[src/design/plti_pkg.sv]
`timescale 1ns / 1ps
// ----------------------------------------------------------------------------
// plti_pkg
// Shared constants and types for the piecewise-linear table interpolator.
// ----------------------------------------------------------------------------
package plti_pkg;

  localparam int TableDepth = 64;
  localparam int AW         = $clog2(TableDepth);
  localparam int CW         = AW + 1;
  localparam int DW         = 32;
  localparam int NumW       = 49;
  localparam int DenW       = 33;
  localparam int StepW      = 6;
  localparam logic [StepW-1:0] DivLast = StepW'(NumW - 1);

  typedef enum logic [1:0] {
    ST_OK      = 2'd0,
    ST_ZERO_DX = 2'd1,
    ST_RANGE   = 2'd2
  } stat_t;

  typedef enum logic [1:0] {
    RD_PREV = 2'd0,
    RD_MID  = 2'd1,
    RD_HI   = 2'd2,
    RD_LO   = 2'd3
  } rd_sel_t;

  typedef struct packed {
    logic    latch_in;
    logic    rd_en;
    rd_sel_t rd_sel;
    logic    wr_xy;
    logic    diff_load;
    logic    div_init;
    logic    div_step;
    logic    wr_s;
    logic    wr_s_zero;
    logic    bis_init;
    logic    bis_upd;
    logic    hi_cap;
    logic    lo_cap;
    logic    mul;
    logic    shift;
    logic    sum;
    logic    rs_set;
    stat_t   rs_val;
    logic    out_load;
  } ctrl_cmd_t;

  typedef struct packed {
    logic kind;
    logic idx_bad;
    logic idx_zero;
    logic dx_zero;
    logic div_last;
    logic span_gt1;
    logic x_eq;
    logic out_free;
  } ctrl_sts_t;

endpackage

[src/design/plti_ctrl.sv]
`timescale 1ns / 1ps
// ----------------------------------------------------------------------------
// plti_ctrl
// Sequencer for table loads (slope division) and bisection queries.
// ----------------------------------------------------------------------------
module plti_ctrl
  import plti_pkg::*;
(
  input  logic      clk,
  input  logic      rst_n,
  input  logic      in_tvalid,
  output logic      in_tready,
  input  ctrl_sts_t sts,
  output ctrl_cmd_t cmd
);

  typedef enum logic [13:0] {
    S_IDLE  = 14'b00000000000001,
    S_DEC   = 14'b00000000000010,
    S_LPREV = 14'b00000000000100,
    S_LDIVI = 14'b00000000001000,
    S_LDIV  = 14'b00000000010000,
    S_LSAT  = 14'b00000000100000,
    S_QTEST = 14'b00000001000000,
    S_QCMP  = 14'b00000010000000,
    S_QHI   = 14'b00000100000000,
    S_QLO   = 14'b00001000000000,
    S_QMUL  = 14'b00010000000000,
    S_QSH   = 14'b00100000000000,
    S_QADD  = 14'b01000000000000,
    S_DONE  = 14'b10000000000000
  } state_t;

  state_t state_r, state_nxt;

  assign in_tready = (state_r == S_IDLE);

  always_ff @(posedge clk) begin
    if (!rst_n) begin
      state_r <= S_IDLE;
    end else begin
      state_r <= state_nxt;
    end
  end

  always_comb begin
    state_nxt  = state_r;
    cmd        = '0;
    cmd.rd_sel = RD_PREV;
    cmd.rs_val = ST_OK;
    unique case (state_r)
      S_IDLE: begin
        if (in_tvalid) begin
          cmd.latch_in = 1'b1;
          state_nxt    = S_DEC;
        end
      end
      S_DEC: begin
        if (sts.kind) begin
          cmd.bis_init = 1'b1;
          state_nxt    = S_QTEST;
        end else if (sts.idx_bad) begin
          cmd.rs_set = 1'b1;
          cmd.rs_val = ST_RANGE;
          state_nxt  = S_DONE;
        end else if (sts.idx_zero) begin
          cmd.wr_xy = 1'b1;
          state_nxt = S_DONE;
        end else begin
          cmd.rd_en  = 1'b1;
          cmd.rd_sel = RD_PREV;
          state_nxt  = S_LPREV;
        end
      end
      S_LPREV: begin
        cmd.wr_xy     = 1'b1;
        cmd.diff_load = 1'b1;
        state_nxt     = S_LDIVI;
      end
      S_LDIVI: begin
        if (sts.dx_zero) begin
          cmd.wr_s      = 1'b1;
          cmd.wr_s_zero = 1'b1;
          cmd.rs_set    = 1'b1;
          cmd.rs_val    = ST_ZERO_DX;
          state_nxt     = S_DONE;
        end else begin
          cmd.div_init = 1'b1;
          state_nxt    = S_LDIV;
        end
      end
      S_LDIV: begin
        cmd.div_step = 1'b1;
        if (sts.div_last) begin
          state_nxt = S_LSAT;
        end
      end
      S_LSAT: begin
        cmd.wr_s  = 1'b1;
        state_nxt = S_DONE;
      end
      S_QTEST: begin
        cmd.rd_en = 1'b1;
        if (sts.span_gt1) begin
          cmd.rd_sel = RD_MID;
          state_nxt  = S_QCMP;
        end else begin
          cmd.rd_sel = RD_HI;
          state_nxt  = S_QHI;
        end
      end
      S_QCMP: begin
        cmd.bis_upd = 1'b1;
        state_nxt   = S_QTEST;
      end
      S_QHI: begin
        cmd.hi_cap = 1'b1;
        cmd.rd_en  = 1'b1;
        cmd.rd_sel = RD_LO;
        state_nxt  = S_QLO;
      end
      S_QLO: begin
        cmd.lo_cap = 1'b1;
        state_nxt  = S_QMUL;
      end
      S_QMUL: begin
        if (sts.x_eq) begin
          cmd.rs_set = 1'b1;
          cmd.rs_val = ST_ZERO_DX;
          state_nxt  = S_DONE;
        end else begin
          cmd.mul   = 1'b1;
          state_nxt = S_QSH;
        end
      end
      S_QSH: begin
        cmd.shift = 1'b1;
        state_nxt = S_QADD;
      end
      S_QADD: begin
        cmd.sum   = 1'b1;
        state_nxt = S_DONE;
      end
      S_DONE: begin
        if (sts.out_free) begin
          cmd.out_load = 1'b1;
          state_nxt    = S_IDLE;
        end
      end
      default: begin
        state_nxt = S_IDLE;
      end
    endcase
  end

endmodule

[config.mk]
export PLATFORM = sky130hd
export DESIGN_NAME = plti_ctrl
export DESIGN_NICKNAME = d
export VERILOG_FILES = /design/src/design/plti_pkg.sv /design/src/design/plti_ctrl.sv
export SDC_FILE = /design/constraint.sdc
export NUM_CORES = 1
export LEC_CHECK = 0
export BUFFER_PORTS_ARGS = -buffer_cell sky130_fd_sc_hd__buf_2
export CORE_MARGIN = 10
export CORE_UTILIZATION = 35
export CTS_CLUSTER_DIAMETER = 200
export DETAILED_ROUTE_END_ITERATION = 10
export GPL_ROUTABILITY_DRIVEN = 0
export PLACE_DENSITY_LB_ADDON = 0.1
export SLEW_MARGIN = 0
export SYNTH_ARGS = -nofsm -noshare
export SYNTH_HDL_FRONTEND = slang
export SYNTH_SLANG_ARGS = --single-unit
[constraint.sdc]
create_clock -name clk -period 1.78 [get_ports clk]
set_input_delay 0.089 -clock clk [delete_from_list [all_inputs] [get_ports clk]]
set_output_delay 0.089 -clock clk [all_outputs]
set_load 0.005 [all_outputs]
# [After elaboration in Yosys (flattened, before gate mapping)]
# Cells that the tools add are included.
[word_totals] input_bits=11 wordCells=62 out_inout_bits=22 regBits=14
[classes] eq_ne=17 muxes=42 reduce_logical=2
[op_table] cell="$pmux 14 s13" count=1
[op_table] cell="$mux 14" count=8
[op_table] cell="$mux 1" count=19
[op_table] cell="$pmux 3 s3" count=2
[op_table] cell="$mux 3" count=5
[op_table] cell="$eq 14x1->1 const B" count=1
[op_table] cell="$eq 14x10->1 const B" count=1
[op_table] cell="$eq 14x11->1 const B" count=1
[op_table] cell="$eq 14x12->1 const B" count=1
[op_table] cell="$eq 14x13->1 const B" count=1
[op_table] cell="$eq 14x14->1 const B" count=1
[op_table] cell="$eq 14x2->1 const B" count=1
[op_table] cell="$eq 14x3->1 const B" count=1
[op_table] cell="$eq 14x4->1 const B" count=1
[op_table] cell="$eq 14x5->1 const B" count=1
[op_table] cell="$eq 14x6->1 const B" count=1
[op_table] cell="$eq 14x7->1 const B" count=1
[op_table] cell="$eq 14x8->1 const B" count=1
[op_table] cell="$eq 14x9->1 const B" count=1
[op_table] cell="$mux 9" count=1
[op_table] cell="$mux 4" count=2
[op_table] cell="$ne 2x2->1 const B" count=3
[op_table] cell="$mux 2" count=2
[op_table] cell="$pmux 1 s2" count=2
[op_table] cell="2 further kinds" count=2

# [Logic depth before layout (Yosys ltp)]
# Gate-level depths: netlist of run 1.
[depth] depth_word=4 mapped_depth=7 mapped_depth_nobuf=5

# [Worst setup path before layout of run 1]
# OpenSTA, ideal clock, no wires.
[synth_timing] path_type="register -> output" startpoint="reg state_r[4]" endpoint="out cmd[20] (netlist bit)" slack_ns=-0.108 t_arrival_ns=1.799 required_ns=1.691 path_stages_with_launch=7 n_path_buf=2 path_cell_list="dfxtp_1 -> buf_6 -> or4_4 -> buf_6 -> or4_4 -> inv_2 -> and2_1"
[synth_rtl] element="start, declared" line="plti_ctrl.sv:34" rtl="state_t state_r, state_nxt;"
[synth_rtl] element="start signal, assigned" line="plti_ctrl.sv:42" rtl="state_r <= state_nxt;"
[synth_rtl] element="end, declared" line="plti_ctrl.sv:14" rtl="output ctrl_cmd_t cmd"

==> results of run 1 <==
[cells in the final DEF (no fill, tap or decap), types with 2 or more instances in the layout]
master	synthesis	layout
nand3_4	0	4
and3_4	0	2
inv_1	4	3
dfxtp_2	0	5
nor2b_1	5	5
nand3b_1	2	2
buf_2	2	28
nand3_2	1	3
nor2_1	13	11
clkbuf_4	0	3
nor4b_1	2	2
nor4_4	2	8
buf_6	2	11
o21bai_1	3	2
nor4_2	2	2
and3_1	3	2
or4_4	2	5
nand2b_1	7	7
dfxtp_1	14	8
inv_2	1	2
a21oi_1	5	3
nor3b_1	2	2
buf_4	0	34
nand2_1	7	6
nor3_1	7	5
o21a_1	2	2
[critical path, stage by stage (launching register included)]
cell,delay (ns)
dfxtp_4,0.36
nor4_4,0.33
nand2_1,0.15
buf_4,0.16
or4_4,0.49
inv_2,0.08
and2_1,0.11
buf_2,0.10
[synth_stat cells, types with 2 or more instances]
master / instances / area, um2
dfxtp_1: 14 / 280
nor2_1: 13 / 48.8
nand2_1: 7 / 26.3
nand2b_1: 7 / 43.8
nor3_1: 7 / 35.0
nor4_1: 7 / 43.8
nand3_1: 6 / 30.0
a21oi_1: 5 / 25.0
nor2b_1: 5 / 31.3
inv_1: 4 / 15.0
and3_1: 3 / 18.8
o21bai_1: 3 / 22.5
or4_1: 3 / 22.5
buf_2: 2 / 10.0
buf_6: 2 / 22.5
nand3b_1: 2 / 15.0
nor3b_1: 2 / 15.0
nor4_2: 2 / 25.0
nor4_4: 2 / 42.5
nor4b_1: 2 / 17.5
o21a_1: 2 / 15.0
o21ai_0: 2 / 10.0
or4_4: 2 / 22.5
[report_power, final]
group          leakage, nW  internal [W]  switching, W
sequential           0.116      0.000324     0.0000187
combinational        0.661      0.000245      0.000216
clock               0.0210      0.000125      0.000116
[path summary, 6_finish.rpt]
| path | startpoint | depth (start not counted) | slack [ns] | end |
|---|---|---|---|---|
| setup reg to reg | state_r[5] | 8 | -0.36 | state_r[0] |
| setup / recovery | state_r[11] | 7 | -0.37 | cmd[20] |
| hold / removal | sts[1] | 2 | 0.006 | state_r[11] |
| hold reg to reg | state_r[10] | 3 | 0.65 | state_r[10] |
[routing by layer]
metal	part of all wire	GRT usage	up-vias
met1	0.41	0.153	613
li1	-	-	623
met4	0.030	0.0621	0
met2	0.49	0.239	52
met3	0.070	0.0485	11
met5	0	0	-
[layout make-up]
class | instances | area, um2 | share of cell area
flip-flops and latches | 14 | 290 | 0.160
inverters | 5 | 18.8 | 0.0103
clock buffers | 4 | 36.3 | 0.0200
multi-input cells | 102 | 905 | 0.498
well taps | 31 | 38.8 | 0.0213
repair buffers | 74 | 529 | 0.291
[stage by stage]
stage,instances,util
finish,230,0.659
global route,230,0.659
CTS,221,0.608
detailed placement,204,0.485
global placement,204,0.485
floorplan,124,-
[kinds of logic (layout without fill, tap and decap cells)]
logic type | Yosys count | after routing | synth area share
and+or+nand+nor | 80 | 81 | 0.515
xor gates and xnor gates | 1 | 1 | 0.00873
DFF | 14 | 14 | 0.279
buffers and inverters | 9 | 83 | 0.0511
AOI/OAI and AO/OA | 20 | 20 | 0.146
[repair_timing]
action	4_1_cts	5_1_grt
endpoints found under the setup margin	34	36
pin swaps	8	10
cloned	1	0
hold buffers	1	0
gates resized for setup	41	17
buffers inserted	11	9
endpoints found under the hold margin	1	0
==> impl_metrics.csv, run 1 <==
group,metric,value,unit
timing,fin_crit,2.15,ns
setup_path,critPathKind,"flop to output port",
clock_tree,cts_tree,"done",
final_layout,num_antenna_cells,0,
clock_tree,clk-insertion-delay-late,0.29,ns
final_layout,final_nets,211,
setup_path,crit_fanout,2,
logic_synthesis,synth_edf_count,0,
logic_synthesis,netlist_area,0.00100,mm2
final_layout,drive_gt1_frac,0.613,
timing,rsz0062_at_grt,"yes",
drt,drtPass1Iterations,4,
placement,place_ws,-0.0574,ns
drt,drc,0,
floorplan,die_w,73.5,um
drt,vias_per_cell,5.65,
placement,dp_hpwl,2.65,mm
timing,fin_ws,-0.374,ns
placement,io_buffers,32,
drt,drtIter0Drc,76,
floorplan,fp.dieArea,0.00541,mm2
floorplan,start_util,0.364,
global_route,grt_util_all_layers,0.140,
clock_tree,htreeDepth,1,
drt,routed_wl,4.07,mm
timing,hold_ws,0.00564,ns
flow_run,max_cap_violations,0,
outcome,violations,"negative setup slack",
setup_path,worstPathArrival,2.06,ns
setup_path,worstSetupStartpointType,"flop",
floorplan,core_area,0.00276,mm2
power,p_per_area,574,mW/mm2
logic_synthesis,syn_nets,135,
timing,max_freq,464,MHz
logic_synthesis,synth_flop_cell,"dfxtp_1",
timing,hold_viol,0,
final_layout,syn2layout_area_growth,81.2,%
logic_synthesis,syn_avg_cell_area,8.09,um2
timing,fin_crit_sh,1.21,
timing,slew_headroom,0.487,
timing,final_max_slew_viol_count,0,
final_layout,top_register,"state_r",
placement,place_area,0.00134,mm2
logic_synthesis,synth-seq-cells,14,
floorplan,die_h,73.5,um
final_layout,reg.largest.list,"state_r (14)",
timing,setup_viol,34,
clock_tree,cts_root_buffer,"clkbuf_4",
timing,finalSetupTns,-8.72,ns
final_layout,fillers,222,
logic_synthesis,ys_seq_area_frac,0.279,
floorplan,rows,19,
global_route,grt_pass1_vias,1285,
min_path,hold_class,"primary input to flop",
clock_tree,clkTransAtPathRegs,0.09,ns
logic_synthesis,synthCells,124,
logic_synthesis,synth.distinct_cells,43,
global_route,gr-total-overflow,0,
drt,vias,1299,
floorplan,io-pin-count,33,
global_route,grt_antenna_before_repair,0,
clock_tree,cts_buffers,3,
power,leakagePower,0.798,nW
power,ir_drop,0.501,mV
timing,clock_skew,0.00545,ns
drt,detail-route-antenna-nets,0,
outcome,status,"finished, violations left",
setup_path,cp.required,1.69,ns
final_layout,fin_area,0.00182,mm2
power,finalPower,0.00104,W
logic_synthesis,ys_async_sr_fraction,0,
clock_tree,clock_sinks,14,
clock_tree,cts.path.max_buffers,2,
setup_path,critPathCaptureType,"output port",
timing,tightest_slew,0.759,ns
logic_synthesis,yosys_warnings,0,
drt,avgRoutedWirePerCell,17.7,um
global_route,grt_max_degree,9,
final_layout,largest_reg_flops,14,
global_route,grt_pass1_wl,6.00,mm
No activity file was read; power rests on OpenSTA's default activity.
==> inputs of run 2 (changes only) <==
--- a/config.mk
+++ b/config.mk
@@ -11,6 +11,7 @@
 export CTS_CLUSTER_DIAMETER = 200
 export DETAILED_ROUTE_END_ITERATION = 10
 export GPL_ROUTABILITY_DRIVEN = 0
+export GPL_TIMING_DRIVEN = 0
 export PLACE_DENSITY_LB_ADDON = 0.1
 export SLEW_MARGIN = 0
 export SYNTH_ARGS = -nofsm -noshare
==> constraint.sdc (replaced) <==
create_clock -name clk -period 2.2 [get_ports clk]
set_input_delay 0.11 -clock clk [delete_from_list [all_inputs] [get_ports clk]]
set_output_delay 0.11 -clock clk [all_outputs]
set_load 0.02 [all_outputs]
==> impl_metrics.csv, run 2 (synthesized netlist as in run 1, its figures left out) <==
group,metric,value,unit
timing,max_freq,452,MHz
timing,clock_skew,0.000287,ns
global_route,grt_pass1_wl,5.33,mm
setup_path,reg2reg_from,"state_r[5]",
clock_tree,clk-insertion-delay-late,0.29,ns
timing,final_max_slew_viol_count,0,
power,ir_drop,0.399,mV
placement,dp.cells,187,
power,p_per_area,491,mW/mm2
placement,io_buffers,32,
floorplan,rows,19,
final_layout,final_nets,186,
outcome,status,"finished, violations left",
setup_path,crit_path_start,"state_r[5]",
floorplan,fp.dieArea,0.00541,mm2
final_layout,layout_commonest_cell,"buf_2",
floorplan,core_area,0.00276,mm2
timing,setup_viol,2,
timing,fin_crit,2.21,ns
setup_path,worstPathArrival,2.10,ns
setup_path,cp.required,2.09,ns
final_layout,instances_no_fill,205,
placement,dp_hpwl,2.31,mm
flow_run,max_cap_violations,0,
clock_tree,cts.path.max_buffers,2,
drt,vias_per_cell,5.58,
final_layout,reg.largest.list,"state_r (14)",
timing,hold_ws,0.0303,ns
drt,drtPass1Iterations,4,
floorplan,start_util,0.364,
setup_path,critPathKind,"flop to output port",
timing,tightest_slew,0.550,ns
outcome,violations,"negative setup slack",
timing,finalSetupTns,-0.0230,ns
final_layout,syn2layout_area_growth,52.9,%
min_path,hold_path.startpoint,"sts[1]",
setup_path,worstSetupStartpointType,"flop",
global_route,gr-total-overflow,0,
clock_tree,clock_sinks,14,
drt,routed_wl,3.30,mm
power,leakagePower,0.660,nW
clock_tree,htreeDepth,1,
drt,vias,1144,
global_route,grt_antenna_before_repair,0,
drt,drc,0,
min_path,holdPathStages,2,
floorplan,die_h,73.5,um
final_layout,drive_gt1_frac,0.534,
setup_path,critPathCaptureType,"output port",
timing,slew_headroom,0.630,
setup_path,crit_fanout,5,
floorplan,io-pin-count,33,
final_layout,final_cell_mix,"23 x buf_2, 22 x buf_4, 11 x nor2_1, 7 x nand2b_1, 7 x dfxtp_1",
clock_tree,cts_root_buffer,"clkbuf_4",
setup_path,r2r_cells,6,
setup_path,worstReg2RegEnd,"state_r[11]",
global_route,grt_pass1_vias,1140,
drt,detail-route-antenna-nets,0,
timing,fin_ws,-0.0141,ns
setup_path,rrSetupSlack,0.16,ns
clock_tree,cts_buffers,3,
min_path,hold_end,"state_r[11]",
global_route,grt_util_all_layers,0.121,
floorplan,die_w,73.5,um
final_layout,num_antenna_cells,0,
clock_tree,cts_tree,"done",
min_path,hold_class,"primary input to flop",
final_layout,top_register,"state_r",
timing,fin_crit_sh,1.01,
final_layout,largest_reg_flops,14,
drt,drtIter0Drc,46,
clock_tree,clkTransAtPathRegs,0.09,ns
drt,avgRoutedWirePerCell,16.1,um
timing,hold_viol,0,
power,finalPower,0.000754,W
global_route,grt_max_degree,11,
timing,rsz0062_at_grt,"yes",
==> run 2: per-stage QoR <==
stage	cell area [um2]	utilization	setup slack [ns]
floorplan	1000	-	0.0767
global placement	1200	0.436	0.0412
detailed placement	1200	0.436	0.0160
CTS	1410	0.510	-0.0203
global route	1530	0.556	-0.0862
finish	1530	0.556	-0.0141
==> run 2: timing repair <==
item                                    CTS  global route
endpoints found under the hold margin     1             0
pin swaps                                 7            12
hold buffers                              1             0
cloned                                    0             0
gates resized for setup                  28            26
endpoints found under the setup margin   17            22
buffers inserted                         10             6
==> run 2: layout make-up <==
type                    instances  area, um2
plain buffers                   1       11.3
clock buffers                   4       36.3
fillers                       253       1220
inverters                       5       18.8
multi-input cells             101        806
flip-flops and latches         14        299
well taps                      31       38.8
repair buffers                 49        324
==> run 2: worst max-delay path, cell delays in order (launching register included) <==
cell,delay (ns)
dfxtp_4,0.37
or4_4,0.60
nor4_4,0.30
and3_4,0.27
o21bai_1,0.12
buf_4,0.15
==> run 2: metal layers <==
metal,up-vias,global-route usage,wire length (um)
met1,537,0.154,1490
met2,37,0.190,1540
met3,6,0.0323,217
li1,564,-,-
met5,-,0,0
met4,0,0.0455,52
==> run 2: worst max path at each step <==
| stage | to | slack [ns] | depth (start not counted) |
|---|---|---|---|
| floorplan | cmd[18] | 0.08 | 5 |
| global placement | cmd[18] | 0.04 | 6 |
| detailed placement | cmd[18] | 0.02 | 6 |
| CTS | cmd[12] | -0.02 | 5 |
| global route | cmd[12] | -0.09 | 5 |
| finish | cmd[12] | -0.01 | 5 |
==> run 2: where the power goes <==
group	total [W]	internal [W]	switching, W
logic	0.000275	0.000134	0.000141
clock network	0.000196	0.000101	0.0000948
registers	0.000283	0.000262	0.0000216
total	0.000754	0.000496	0.000258
==> inputs of run 3 (changes only) <==
--- a/config.mk
+++ b/config.mk
@@ -11,7 +11,6 @@
 export CTS_CLUSTER_DIAMETER = 200
 export DETAILED_ROUTE_END_ITERATION = 10
 export GPL_ROUTABILITY_DRIVEN = 0
-export GPL_TIMING_DRIVEN = 0
 export PLACE_DENSITY_LB_ADDON = 0.1
 export SLEW_MARGIN = 0
 export SYNTH_ARGS = -nofsm -noshare
==> impl_metrics.csv, run 3 (synthesized netlist as in run 1, its figures left out) <==
group,metric,value,unit
power,switching_share,0.338,
clock_tree,cts_tree,"done",
global_route,grt_util_all_layers,0.113,
clock_tree,clock_sinks,14,
setup_path,worstSetupStartpointType,"flop",
clock_tree,cts_buffers,3,
setup_path,cp.required,2.09,ns
drt,vias,1127,
drt,avgRoutedWirePerCell,16.1,um
final_layout,largest_reg_flops,14,
power,power_frac_comb,0.355,
timing,max_freq,457,MHz
final_layout,final_nets,183,
final_layout,reg.largest.list,"state_r (14)",
power,p_int,0.000478,W
power,finalPower,0.000723,W
setup_path,critPathCaptureType,"output port",
final_layout,utilization,0.534,
global_route,grt_max_degree,11,
power,p_per_area,491,mW/mm2
clock_tree,htreeDepth,1,
timing,fin_crit_sh,0.994,
outcome,status,"finished, final reports clean",
flow_run,max_cap_violations,0,
timing,rsz0062_at_grt,"yes",
power,ir_drop,0.373,mV
clock_tree,cts_root_buffer,"clkbuf_4",
final_layout,layout_commonest_cell,"buf_2",
global_route,grt_pass1_wl,5.00,mm
clock_tree,cts.path.max_buffers,2,
floorplan,io-pin-count,33,
floorplan,die_h,73.5,um
floorplan,rows,19,
final_layout,final_cell_mix,"28 x buf_2, 16 x buf_4, 11 x nor2_1, 7 x nor3_1, 7 x dfxtp_1",
floorplan,start_util,0.364,
drt,drtIter0Drc,32,
final_layout,drive_gt1_frac,0.497,
placement,io_buffers,32,
min_path,hold_class,"primary input to flop",
timing,finalSetupTns,0,ns
drt,drc,0,
timing,hold_viol,0,
drt,routed_wl,3.25,mm
drt,detail-route-antenna-nets,0,
timing,final_max_slew_viol_count,0,
clock_tree,clkTransAtPathRegs,0.09,ns
power,p_switching,0.000244,W
setup_path,crit_fanout,6,
clock_tree,clk-insertion-delay-late,0.28,ns
timing,clock_skew,0.00558,ns
setup_path,critPathKind,"flop to output port",
final_layout,num_antenna_cells,0,
setup_path,worstPathArrival,2.08,ns
floorplan,core_area,0.00276,mm2
power,seqPwrFrac,0.385,
floorplan,die_w,73.5,um
placement,dp_hpwl,2.44,mm
global_route,gr-total-overflow,0,
timing,slew_headroom,0.673,
timing,setup_viol,0,
global_route,grt_antenna_before_repair,0,
final_layout,top_register,"state_r",
global_route,grt_pass1_vias,1086,
power,leakagePower,0.646,nW
timing,tightest_slew,0.478,ns
floorplan,fp.dieArea,0.00541,mm2
final_layout,syn2layout_area_growth,46.8,%
drt,vias_per_cell,5.58,
timing,fin_crit,2.19,ns
drt,drtPass1Iterations,4,
power,power_frac_clock,0.260,
==> run 3: cell count changes in the layout (fill, tap and decap cells not counted), sizes merged <==
cell,change
dlygate4sd3,-1
buf,-2
==> run 3: through the flow <==
step / setup slack [ns] / hold slack, ns / cell area (um2) / instances
after floorplan: 0.0767 / 0.176 / 1000 / 124
after global placement: 0.176 / 0.306 / 1200 / 187
after detailed placement: 0.177 / 0.305 / 1200 / 187
after CTS: 0.000246 / 0.0101 / 1340 / 197
after global routing: -0.0932 / 0.00408 / 1470 / 202
final: 0.0138 / 0.00965 / 1470 / 202
==> run 3: power by group through the flow <==
stage,registers [W],logic [W],clock network (W)
4_1_cts,0.000278,0.000231,0.000192
3_5_place_dp,0.000284,0.000216,0
3_3_place_gp,0.000283,0.000213,0
2_1_floorplan,0.000280,0.000149,0
6_report,0.000279,0.000257,0.000188
5_1_grt,0.000280,0.000280,0.000206
==> run 3: final timing paths <==
path	slack, ns	endpoint	depth (start not counted)	start
setup / recovery	0.01	cmd[3]	5	state_r[5]
hold reg to reg	0.63	state_r[11]	2	state_r[8]
setup reg to reg	0.19	state_r[11]	6	state_r[5]
hold / removal	0.01	state_r[8]	2	sts[2]
==> run 3: metal layers <==
layer / routed length (um) / global-route usage
met5: 0 / 0
met3: 245 / 0.0377
met4: 29 / 0.0248
met1: 1420 / 0.142
met2: 1550 / 0.182
==> run 3: repair_timing <==
action | CTS | global route
setup buffers | 6 | 5
hold buffers | 0 | 0
setup endpoints to repair | 7 | 15
pin swaps | 6 | 11
gates resized for setup | 16 | 22
cloned | 0 | 0
==> run 3: critical path, cell delays in order (launching register included) <==
cell      delay, ns
dfxtp_4        0.35
or4_4          0.60
nor4_4         0.37
and3_1         0.24
nand2b_4       0.13
buf_6          0.11
==> run 3: area by class of cell <==
cell class / count / area (um2)
timing repair buffer: 47 / 294
multi-input combinational: 101 / 786
tap: 31 / 38.8
clock buffer: 4 / 36.3
inverter: 5 / 18.8
sequential: 14 / 299
fill: 263 / 1280
